--- config.mk ---
export PLATFORM = sky130hd
export DESIGN_NAME = scalar_kalman_filter
export DESIGN_NICKNAME = d
export VERILOG_FILES = /design/src/design/skf_pkg.sv /design/src/design/skf_ctrl.sv /design/src/design/skf_dp.sv /design/src/design/scalar_kalman_filter.sv
export SDC_FILE = /design/constraint.sdc
export NUM_CORES = 2
export LEC_CHECK = 0
export BUFFER_PORTS_ARGS = -buffer_cell sky130_fd_sc_hd__buf_4
export CELL_PAD_IN_SITES_DETAIL_PLACEMENT = 1
export CELL_PAD_IN_SITES_GLOBAL_PLACEMENT = 2
export CORE_MARGIN = 4
export CORE_UTILIZATION = 35
export DETAILED_ROUTE_END_ITERATION = 12
export MAX_ROUTING_LAYER = met4
export PLACE_DENSITY = 0.79
export SLEW_MARGIN = 5
export SYNTH_ARGS = -nofsm -noshare
export SYNTH_HDL_FRONTEND = slang
export SYNTH_SLANG_ARGS = --single-unit
--- constraint.sdc ---
create_clock -name clk_i -period 15.74 [get_ports clk_i]
set_input_delay 3.148 -clock clk_i [delete_from_list [all_inputs] [get_ports clk_i]]
set_output_delay 3.148 -clock clk_i [all_outputs]
set_load 0.005 [all_outputs]
--- src/design/skf_pkg.sv ---
package skf_pkg;

  localparam int unsigned DataW    = 32;
  localparam int unsigned GainW    = 17;
  localparam int unsigned CfgIdxW  = 2;
  localparam int unsigned OutDataW = 120;
  localparam int unsigned DivSteps = 17;
  localparam int unsigned DivCntW  = $clog2(DivSteps);

  localparam logic [GainW-1:0] OneQ16 = 17'h10000;

  localparam logic [DataW-1:0] ProcNoiseRst = 32'd655;
  localparam logic [DataW-1:0] MeasNoiseRst = 32'd6554;
  localparam logic [DataW-1:0] InitErrRst   = 32'd65536;
  localparam logic [DataW-1:0] InitEstRst   = 32'd0;

  typedef enum logic {
    OP_UPDATE  = 1'b0,
    OP_RESTART = 1'b1
  } op_e;

  typedef enum logic [CfgIdxW-1:0] {
    CFG_PROC_NOISE = 2'd0,
    CFG_MEAS_NOISE = 2'd1,
    CFG_INIT_ERR   = 2'd2,
    CFG_INIT_EST   = 2'd3
  } cfg_idx_e;

  typedef enum logic [2:0] {
    ST_IDLE,
    ST_PRED,
    ST_DENOM,
    ST_DIV,
    ST_MULT,
    ST_COMMIT,
    ST_RESTART
  } state_e;

  typedef struct packed {
    logic capture;
    logic pred;
    logic denom;
    logic div_step;
    logic div_first;
    logic mult;
    logic commit_upd;
    logic commit_rst;
  } skf_cmd_t;

endpackage

--- src/design/skf_ctrl.sv ---
module skf_ctrl (
  input  logic              clk_i,
  input  logic              rst_ni,
  input  logic              in_valid_i,
  input  logic              in_op_i,
  output logic              in_ready_o,
  output logic              out_valid_o,
  input  logic              out_ready_i,
  output skf_pkg::skf_cmd_t cmd_o
);
  import skf_pkg::*;

  state_e               state_q, state_d;
  logic [DivCntW-1:0]   cnt_q, cnt_d;
  logic                 out_valid_q, out_valid_d;
  logic                 out_free;

  assign out_free    = !out_valid_q || out_ready_i;
  assign out_valid_o = out_valid_q;
  assign in_ready_o  = (state_q == ST_IDLE);

  always_ff @(posedge clk_i or negedge rst_ni) begin
    if (!rst_ni) begin
      state_q     <= ST_IDLE;
      cnt_q       <= '0;
      out_valid_q <= 1'b0;
    end else begin
      state_q     <= state_d;
      cnt_q       <= cnt_d;
      out_valid_q <= out_valid_d;
    end
  end

  always_comb begin
    state_d     = state_q;
    cnt_d       = cnt_q;
    out_valid_d = out_valid_q && !out_ready_i;
    cmd_o       = '0;
    case (state_q)
      ST_IDLE: begin
        if (in_valid_i) begin
          cmd_o.capture = 1'b1;
          state_d = (op_e'(in_op_i) == OP_RESTART) ? ST_RESTART : ST_PRED;
        end
      end
      ST_PRED: begin
        cmd_o.pred = 1'b1;
        state_d    = ST_DENOM;
      end
      ST_DENOM: begin
        cmd_o.denom = 1'b1;
        cnt_d       = '0;
        state_d     = ST_DIV;
      end
      ST_DIV: begin
        cmd_o.div_step  = 1'b1;
        cmd_o.div_first = (cnt_q == '0);
        if (cnt_q == DivCntW'(DivSteps - 1)) begin
          cnt_d   = '0;
          state_d = ST_MULT;
        end else begin
          cnt_d = cnt_q + 1'b1;
        end
      end
      ST_MULT: begin
        cmd_o.mult = 1'b1;
        state_d    = ST_COMMIT;
      end
      ST_COMMIT: begin
        // The state is only updated once the result register can take it.
        if (out_free) begin
          cmd_o.commit_upd = 1'b1;
          out_valid_d      = 1'b1;
          state_d          = ST_IDLE;
        end
      end
      ST_RESTART: begin
        if (out_free) begin
          cmd_o.commit_rst = 1'b1;
          out_valid_d      = 1'b1;
          state_d          = ST_IDLE;
        end
      end
      default: begin
        state_d = ST_IDLE;
      end
    endcase
  end

endmodule

--- src/design/skf_dp.sv ---
module skf_dp (
  input  logic                                 clk_i,
  input  logic                                 rst_ni,
  input  skf_pkg::skf_cmd_t                    cmd_i,
  input  logic                                 cfg_we_i,
  input  logic [skf_pkg::CfgIdxW-1:0]          cfg_idx_i,
  input  logic [skf_pkg::DataW-1:0]            cfg_wdata_i,
  input  logic [skf_pkg::DataW-1:0]            meas_i,
  output logic [skf_pkg::OutDataW-1:0]         out_data_o
);
  import skf_pkg::*;

  // Configuration and filter state.
  logic        [DataW-1:0] proc_noise_q, meas_noise_q, init_err_q;
  logic signed [DataW-1:0] init_est_q;
  logic signed [DataW-1:0] x_q;
  logic        [DataW-1:0] p_q;

  // Working registers.
  logic signed [DataW-1:0] meas_q;
  logic        [DataW-1:0] ppred_q;
  logic        [DataW:0]   denom_q;
  logic signed [DataW:0]   innov_q;
  logic        [DataW:0]   rem_q;
  logic        [GainW-1:0] quo_q;
  logic        [GainW-1:0] gain_q;
  logic signed [DataW+GainW+1:0] corr_prod_q;
  logic        [DataW+GainW-1:0] p_prod_q;

  // Result register.
  logic signed [DataW-1:0] out_prior_q, out_filt_q;
  logic        [GainW-1:0] out_gain_q;
  logic        [DataW-1:0] out_var_q;

  logic        [DataW:0]   psum;
  logic        [DataW-1:0] ppred_d;
  logic        [DataW+1:0] trial;
  logic                    ge;
  logic        [DataW+1:0] rem_next;
  logic        [GainW-1:0] gain_w;
  logic        [GainW-1:0] one_m_gain;
  logic signed [DataW+GainW+1:0] corr_prod_d;
  logic        [DataW+GainW-1:0] p_prod_d;
  logic signed [DataW+2:0] corr;
  logic signed [DataW+3:0] x_sum;
  logic signed [DataW-1:0] x_new;
  logic        [DataW-1:0] p_new;

  assign psum    = {1'b0, p_q} + {1'b0, proc_noise_q};
  assign ppred_d = psum[DataW] ? '1 : psum[DataW-1:0];

  // Restoring division of ppred * 2^16 by the 33-bit divisor, one bit a step.
  assign trial    = {rem_q, cmd_i.div_first ? ppred_q[0] : 1'b0};
  assign ge       = (trial >= {1'b0, denom_q});
  assign rem_next = ge ? (trial - {1'b0, denom_q}) : trial;

  // A zero divisor only arises with ppred and R both zero; the gain is then zero.
  assign gain_w      = (denom_q == '0) ? '0 : quo_q;
  assign one_m_gain  = OneQ16 - gain_w;
  assign corr_prod_d = innov_q * $signed({1'b0, gain_w});
  assign p_prod_d    = (DataW+GainW)'(ppred_q) * (DataW+GainW)'(one_m_gain);

  // An arithmetic shift by 16 is the floor of the scaled correction.
  assign corr  = corr_prod_q[DataW+GainW+1:16];
  assign x_sum = (DataW+4)'(x_q) + (DataW+4)'(corr);
  always_comb begin
    if (x_sum[DataW+3:DataW-1] == '0 || x_sum[DataW+3:DataW-1] == '1) begin
      x_new = x_sum[DataW-1:0];
    end else if (x_sum[DataW+3]) begin
      x_new = {1'b1, {(DataW-1){1'b0}}};
    end else begin
      x_new = {1'b0, {(DataW-1){1'b1}}};
    end
  end
  assign p_new = p_prod_q[DataW+15:16];

  always_ff @(posedge clk_i or negedge rst_ni) begin
    if (!rst_ni) begin
      proc_noise_q <= ProcNoiseRst;
      meas_noise_q <= MeasNoiseRst;
      init_err_q   <= InitErrRst;
      init_est_q   <= InitEstRst;
      x_q          <= InitEstRst;
      p_q          <= InitErrRst;
    end else begin
      if (cfg_we_i) begin
        case (cfg_idx_e'(cfg_idx_i))
          CFG_PROC_NOISE: proc_noise_q <= cfg_wdata_i;
          CFG_MEAS_NOISE: meas_noise_q <= cfg_wdata_i;
          CFG_INIT_ERR:   init_err_q   <= cfg_wdata_i;
          CFG_INIT_EST:   init_est_q   <= cfg_wdata_i;
          default: begin
          end
        endcase
      end
      if (cmd_i.commit_upd) begin
        x_q <= x_new;
        p_q <= p_new;
      end else if (cmd_i.commit_rst) begin
        x_q <= init_est_q;
        p_q <= init_err_q;
      end
    end
  end

  always_ff @(posedge clk_i) begin
    if (cmd_i.capture) begin
      meas_q <= meas_i;
    end
    if (cmd_i.pred) begin
      ppred_q <= ppred_d;
    end
    if (cmd_i.denom) begin
      denom_q <= {1'b0, ppred_q} + {1'b0, meas_noise_q};
      innov_q <= (DataW+1)'(meas_q) - (DataW+1)'(x_q);
      rem_q   <= {2'b00, ppred_q[DataW-1:1]};
      quo_q   <= '0;
    end
    if (cmd_i.div_step) begin
      rem_q <= rem_next[DataW:0];
      quo_q <= {quo_q[GainW-2:0], ge};
    end
    if (cmd_i.mult) begin
      corr_prod_q <= corr_prod_d;
      p_prod_q    <= p_prod_d;
      gain_q      <= gain_w;
    end
    if (cmd_i.commit_upd) begin
      out_prior_q <= x_q;
      out_filt_q  <= x_new;
      out_gain_q  <= gain_q;
      out_var_q   <= p_new;
    end else if (cmd_i.commit_rst) begin
      out_prior_q <= init_est_q;
      out_filt_q  <= init_est_q;
      out_gain_q  <= '0;
      out_var_q   <= init_err_q;
    end
  end

  assign out_data_o = {(OutDataW - 3*DataW - GainW)'(0), out_var_q, out_gain_q,
                       out_filt_q, out_prior_q};

endmodule

--- src/design/scalar_kalman_filter.sv ---
// Scalar Kalman filter, Q16.16 fixed point. An input request with tuser set
// restarts the filter from the initial_estimate and initial_error registers, and
// its result is committed from ST_RESTART once the output register is free.
// An update request (tuser clear) predicts, computes the gain with a 17-step
// restoring divider, corrects the estimate and variance, and passes through
// prediction, divisor set-up, the quotient bits (one per cycle), the multiplies
// and the commit, in that order. The next request can be taken the cycle after
// the commit. One request is worked on at a time; a new one is taken as soon as
// the previous result has moved to the output register, even if that result has
// not yet been taken downstream. A result still waiting there holds the commit
// of the next. Noise writes are used by the next update; writes to the initial
// estimate and error take effect on the state only at the next restart.
module scalar_kalman_filter (
  input  logic                                 clk_i,
  input  logic                                 rst_ni,
  input  logic                                 cfg_we_i,
  input  logic [skf_pkg::CfgIdxW-1:0]          cfg_idx_i,
  input  logic [skf_pkg::DataW-1:0]            cfg_wdata_i,
  input  logic                                 s_axis_tvalid,
  output logic                                 s_axis_tready,
  input  logic [skf_pkg::DataW-1:0]            s_axis_tdata,  // measurement
  input  logic                                 s_axis_tuser,  // operation
  output logic                                 m_axis_tvalid,
  input  logic                                 m_axis_tready,
  // prior_estimate, filtered_estimate, kalman_gain, error_variance, zero fill
  output logic [skf_pkg::OutDataW-1:0]         m_axis_tdata
);
  import skf_pkg::*;

  skf_cmd_t cmd;

  skf_ctrl u_ctrl (
    .clk_i       (clk_i),
    .rst_ni      (rst_ni),
    .in_valid_i  (s_axis_tvalid),
    .in_op_i     (s_axis_tuser),
    .in_ready_o  (s_axis_tready),
    .out_valid_o (m_axis_tvalid),
    .out_ready_i (m_axis_tready),
    .cmd_o       (cmd)
  );

  skf_dp u_dp (
    .clk_i       (clk_i),
    .rst_ni      (rst_ni),
    .cmd_i       (cmd),
    .cfg_we_i    (cfg_we_i),
    .cfg_idx_i   (cfg_idx_i),
    .cfg_wdata_i (cfg_wdata_i),
    .meas_i      (s_axis_tdata),
    .out_data_o  (m_axis_tdata)
  );

endmodule

==> metrics.md <==
| Metric | Value |
|---|---|
| Ports | 194 |
| Yosys top cell by area | fa_1 |
| Die width | 438 um |
| Post-CTS resize count | 0 |
| Outcome | completed |
| Ys Warns | 0 |
| CTS tree | done |
| Period utilisation layout | 70.0% |
| RR Endpoint | u_dp.p_prod_q[45]$_DFFE_PP_ |
| Distinct cells, synth | 81 |
| First-pass GRT wire length | 328 mm |
| Clock Latency Late Sink | 730 ps |
| Worst reg2reg path depth | 34 |
| Die height | 438 um |
| Layout overhead on the synthesized area | 10.2% |
| CTS buffer count | 75 |
| Worst path bufs/invs | 7 |
| Post-CTS Hold Buffers | 0 |
| Post-route non-filler standard cell count | 9,283 |
| Clock transition at path regs | 60 ps |
| Detailed Route WL | 215 mm |
| Initial antenna violation count | 8 |
| DIE AREA | 0.192 mm2 |
| IO buf count | 186 |
| Bufs on Longest Clock Path | 3 |
| Slew Viols, Final | 0 |
| Nature of the critical path endpoint | flop |
| Floorplan row count | 157 |
| H-tree depth | 3 |
| Finished Cell Area | 0.0713 mm2 |
| Area after DPL | 0.0689 mm2 |
| Seq/Total Area, Yosys | 25.3% |
| Family with the most delay on the worst path | adder cells |
| Mapped Cells | 6,706 |
| Drt pass-1 iters | 5 |
| DRT iter0 DRCs | 2,927 |
| Fraction of layout cells with a size suffix above 1 | 9.19% |
| Hold Path Origin | u_dp.p_q[16]$_DFFE_PN1P_ |
| DRC Markers | 0 |
| Startpoint types | flop |
| Synth Register Bits | 578 |
| Routed Antenna Nets | 0 |
| Core footprint | 0.183 mm2 |
| Critical Path Stages | 34 |
| CP max-delay cell | nor4_1 |
| Most area-consuming cells after synthesis | fa_1 30%, edfxtp_1 17%, ha_1 7.8% |
| Worst Hold Class | flop to flop |
| Final hold vios | 0 |
| Critical Path Fanout Max | 78 |
| Synth Flop Type | edfxtp_1 |
| Delay of the slowest cell on the worst path | 680 ps |
| Drt wl/cell | 23.2 um |
| Post-Syn Area | 0.0647 mm2 |
| Via count | 48,000 |
| Post-route clock skew | 51.4 ps |
| WHS Endpoint | u_dp.p_q[16]$_DFFE_PN1P_ |
| Area share of the largest cell type after synthesis | 30.5% |
| Setup_tns | 0 ps |
| Starting density of the core | 35.3% |
| RSZ-0062 raised after global routing | no |
| Min Tclk post-route | 11,020 ps |
| Hold path cells | 2 |
| DP Cell Count | 9,137 |
| Maxcap violations | 0 |
| Arrival @ worst endpoint | 11,440 ps |
| Hpwl dp | 163 mm |
| Slew headroom | 22.0% |
| WS Path Type | flop to flop |
| Post-Syn Area per Cell | 9.65 um2 |
| EDFF count, synth | 377 |
| Asr flop ratio synth | 34.8% |
| Reg2reg start | u_dp.denom_q[1]$_DFFE_PP_ |
| Highest clock rate | 0.0908 GHz |
| Remaining global-route overflow | 0 |
| Setup bufs post-CTS | 0 |
| Worst EP required | 16,160 ps |
| Gpl congestion | 0.876 |
| Post-route setup slack | 4720 ps |
| Pre-CTS WS | 4840 ps |
| Sink Count | 578 |
| Tightest Pin Transition | 1170 ps |
| GRT Util Overall | 23.3% |
| R2R setup slack | 4720 ps |
| Fin nets | 8,208 |
| Vias in the first global route | 52,700 |
| Largest net degree at the start of global routing | 136 |
| Root Driver | clkbuf_16 |
| Vias per inst | 5.17 |
| Final setup vio count | 0 |
==> synth_stat cells (8+ instances only) <==
| cell | count |
|---|---|
| a211oi_1 | 13 |
| a21o_1 | 104 |
| a21oi_1 | 229 |
| a21oi_2 | 23 |
| a31oi_1 | 16 |
| and2_1 | 134 |
| and3_1 | 337 |
| buf_1 | 9 |
| buf_2 | 11 |
| buf_4 | 8 |
| clkbuf_1 | 302 |
| dfrtp_1 | 186 |
| dfstp_2 | 15 |
| edfxtp_1 | 377 |
| fa_1 | 985 |
| ha_1 | 401 |
| inv_1 | 1289 |
| mux2_2 | 132 |
| nand2_1 | 1110 |
| nand2b_1 | 40 |
| nand3_1 | 50 |
| nand4_1 | 19 |
| nor2_1 | 194 |
| nor2b_1 | 40 |
| nor3_1 | 42 |
| nor4_1 | 13 |
| o211ai_1 | 8 |
| o21a_1 | 33 |
| o21ai_0 | 183 |
| o21bai_1 | 26 |
| o22ai_1 | 26 |
| o31ai_1 | 14 |
| xnor2_1 | 149 |
| xor2_1 | 68 |
==> worst max path at each step <==
stage                                          start                          end  slack (ps)
after global placement    u_dp.denom_q[13]$_DFFE_PP_  u_dp.p_prod_q[45]$_DFFE_PP_        5100
final                      u_dp.denom_q[1]$_DFFE_PP_  u_dp.p_prod_q[45]$_DFFE_PP_        4720
after global routing      u_dp.denom_q[10]$_DFFE_PP_  u_dp.p_prod_q[45]$_DFFE_PP_        4010
after CTS                  u_dp.denom_q[1]$_DFFE_PP_  u_dp.p_prod_q[45]$_DFFE_PP_        4770
after detailed placement  u_dp.denom_q[10]$_DFFE_PP_  u_dp.p_prod_q[45]$_DFFE_PP_        4840
after floorplan           u_dp.denom_q[31]$_DFFE_PP_  u_dp.p_prod_q[45]$_DFFE_PP_        7050
==> cell type report <==
| type | instances | area [um2] |
|---|---|---|
| inverters | 1289 | 4850 |
| diodes | 10 | 25.0 |
| well taps | 2464 | 3080 |
| clock inverters | 36 | 299 |
| repair buffers | 291 | 2190 |
| fillers | 20900 | 112000 |
| flip-flops and latches | 578 | 16400 |
| multi-input cells | 4515 | 42400 |
| clock buffers | 100 | 2100 |
==> flip-flops by register name (all words and copies together), names as in the netlist, 32 cells and up <==
| name | flops |
|---|---|
| u_dp.init_est_q | 32 |
| u_dp.x_q | 32 |
| u_dp.out_filt_q | 32 |
| u_dp.init_err_q | 32 |
| u_dp.innov_q | 33 |
| u_dp.p_prod_q | 32 |
| u_dp.out_prior_q | 32 |
| u_dp.meas_q | 32 |
| u_dp.proc_noise_q | 32 |
| u_dp.ppred_q | 32 |
| u_dp.corr_prod_q | 35 |
| u_dp.p_q | 32 |
| u_dp.rem_q | 33 |
| u_dp.meas_noise_q | 32 |
| u_dp.out_var_q | 32 |
| u_dp.denom_q | 33 |
==> kinds of logic (layout without fill, tap and decap cells) <==
group,Yosys count,after routing,synth area share (%)
and+or+nand+nor,2015,2015,14.3
AOI/OAI and AO/OA,753,753,7.33
other,1,17,0.00580
DFF,578,578,25.3
buffers and inverters,1619,1716,9.46
muxes,136,136,2.36
adders and majority gates,1386,1386,38.2
xor gates and xnor gates,218,218,2.96
==> tightest hold or removal path: stages (launching register included) <==
cell	delay, ps
dfstp_2	370
nand2_1	50
nand2_1	50
==> stage by stage <==
step                util, %  hold WS, ps
CTS                    38.9          466
global placement       37.5          454
detailed placement     37.5          457
global route           38.9          501
floorplan                 -          442
finish                 38.9          471
==> metal layers <==
layer | global-route usage (%) | vias to the layer above | part of all wire, %
li1 | - | 21200 | -
met1 | 30.5 | 25400 | 44
met2 | 38.5 | 1080 | 49
met3 | 2.50 | 247 | 4.6
met4 | 6.37 | 0 | 3.0
met5 | - | - | 0
==> placed cells by master, fill, tap and decap left out, types with 40 or more instances in the layout <==
master and count:
xnor2_1 146, inv_1 1287, dfrtp_1 186, nand2_1 1108, a21oi_1 227, clkbuf_16 78, nand3_1 47, nor3_1 42
and2_1 129, fa_1 985, and3_1 336, a21o_1 104, xor2_1 65, o21ai_0 183, buf_4 290, ha_1 401
edfxtp_1 377, nor2_1 193, mux2_2 132, nand2b_1 40
Power is not shown: default switching activity piles up to over one toggle a cycle in this logic, so the estimate is an artifact.
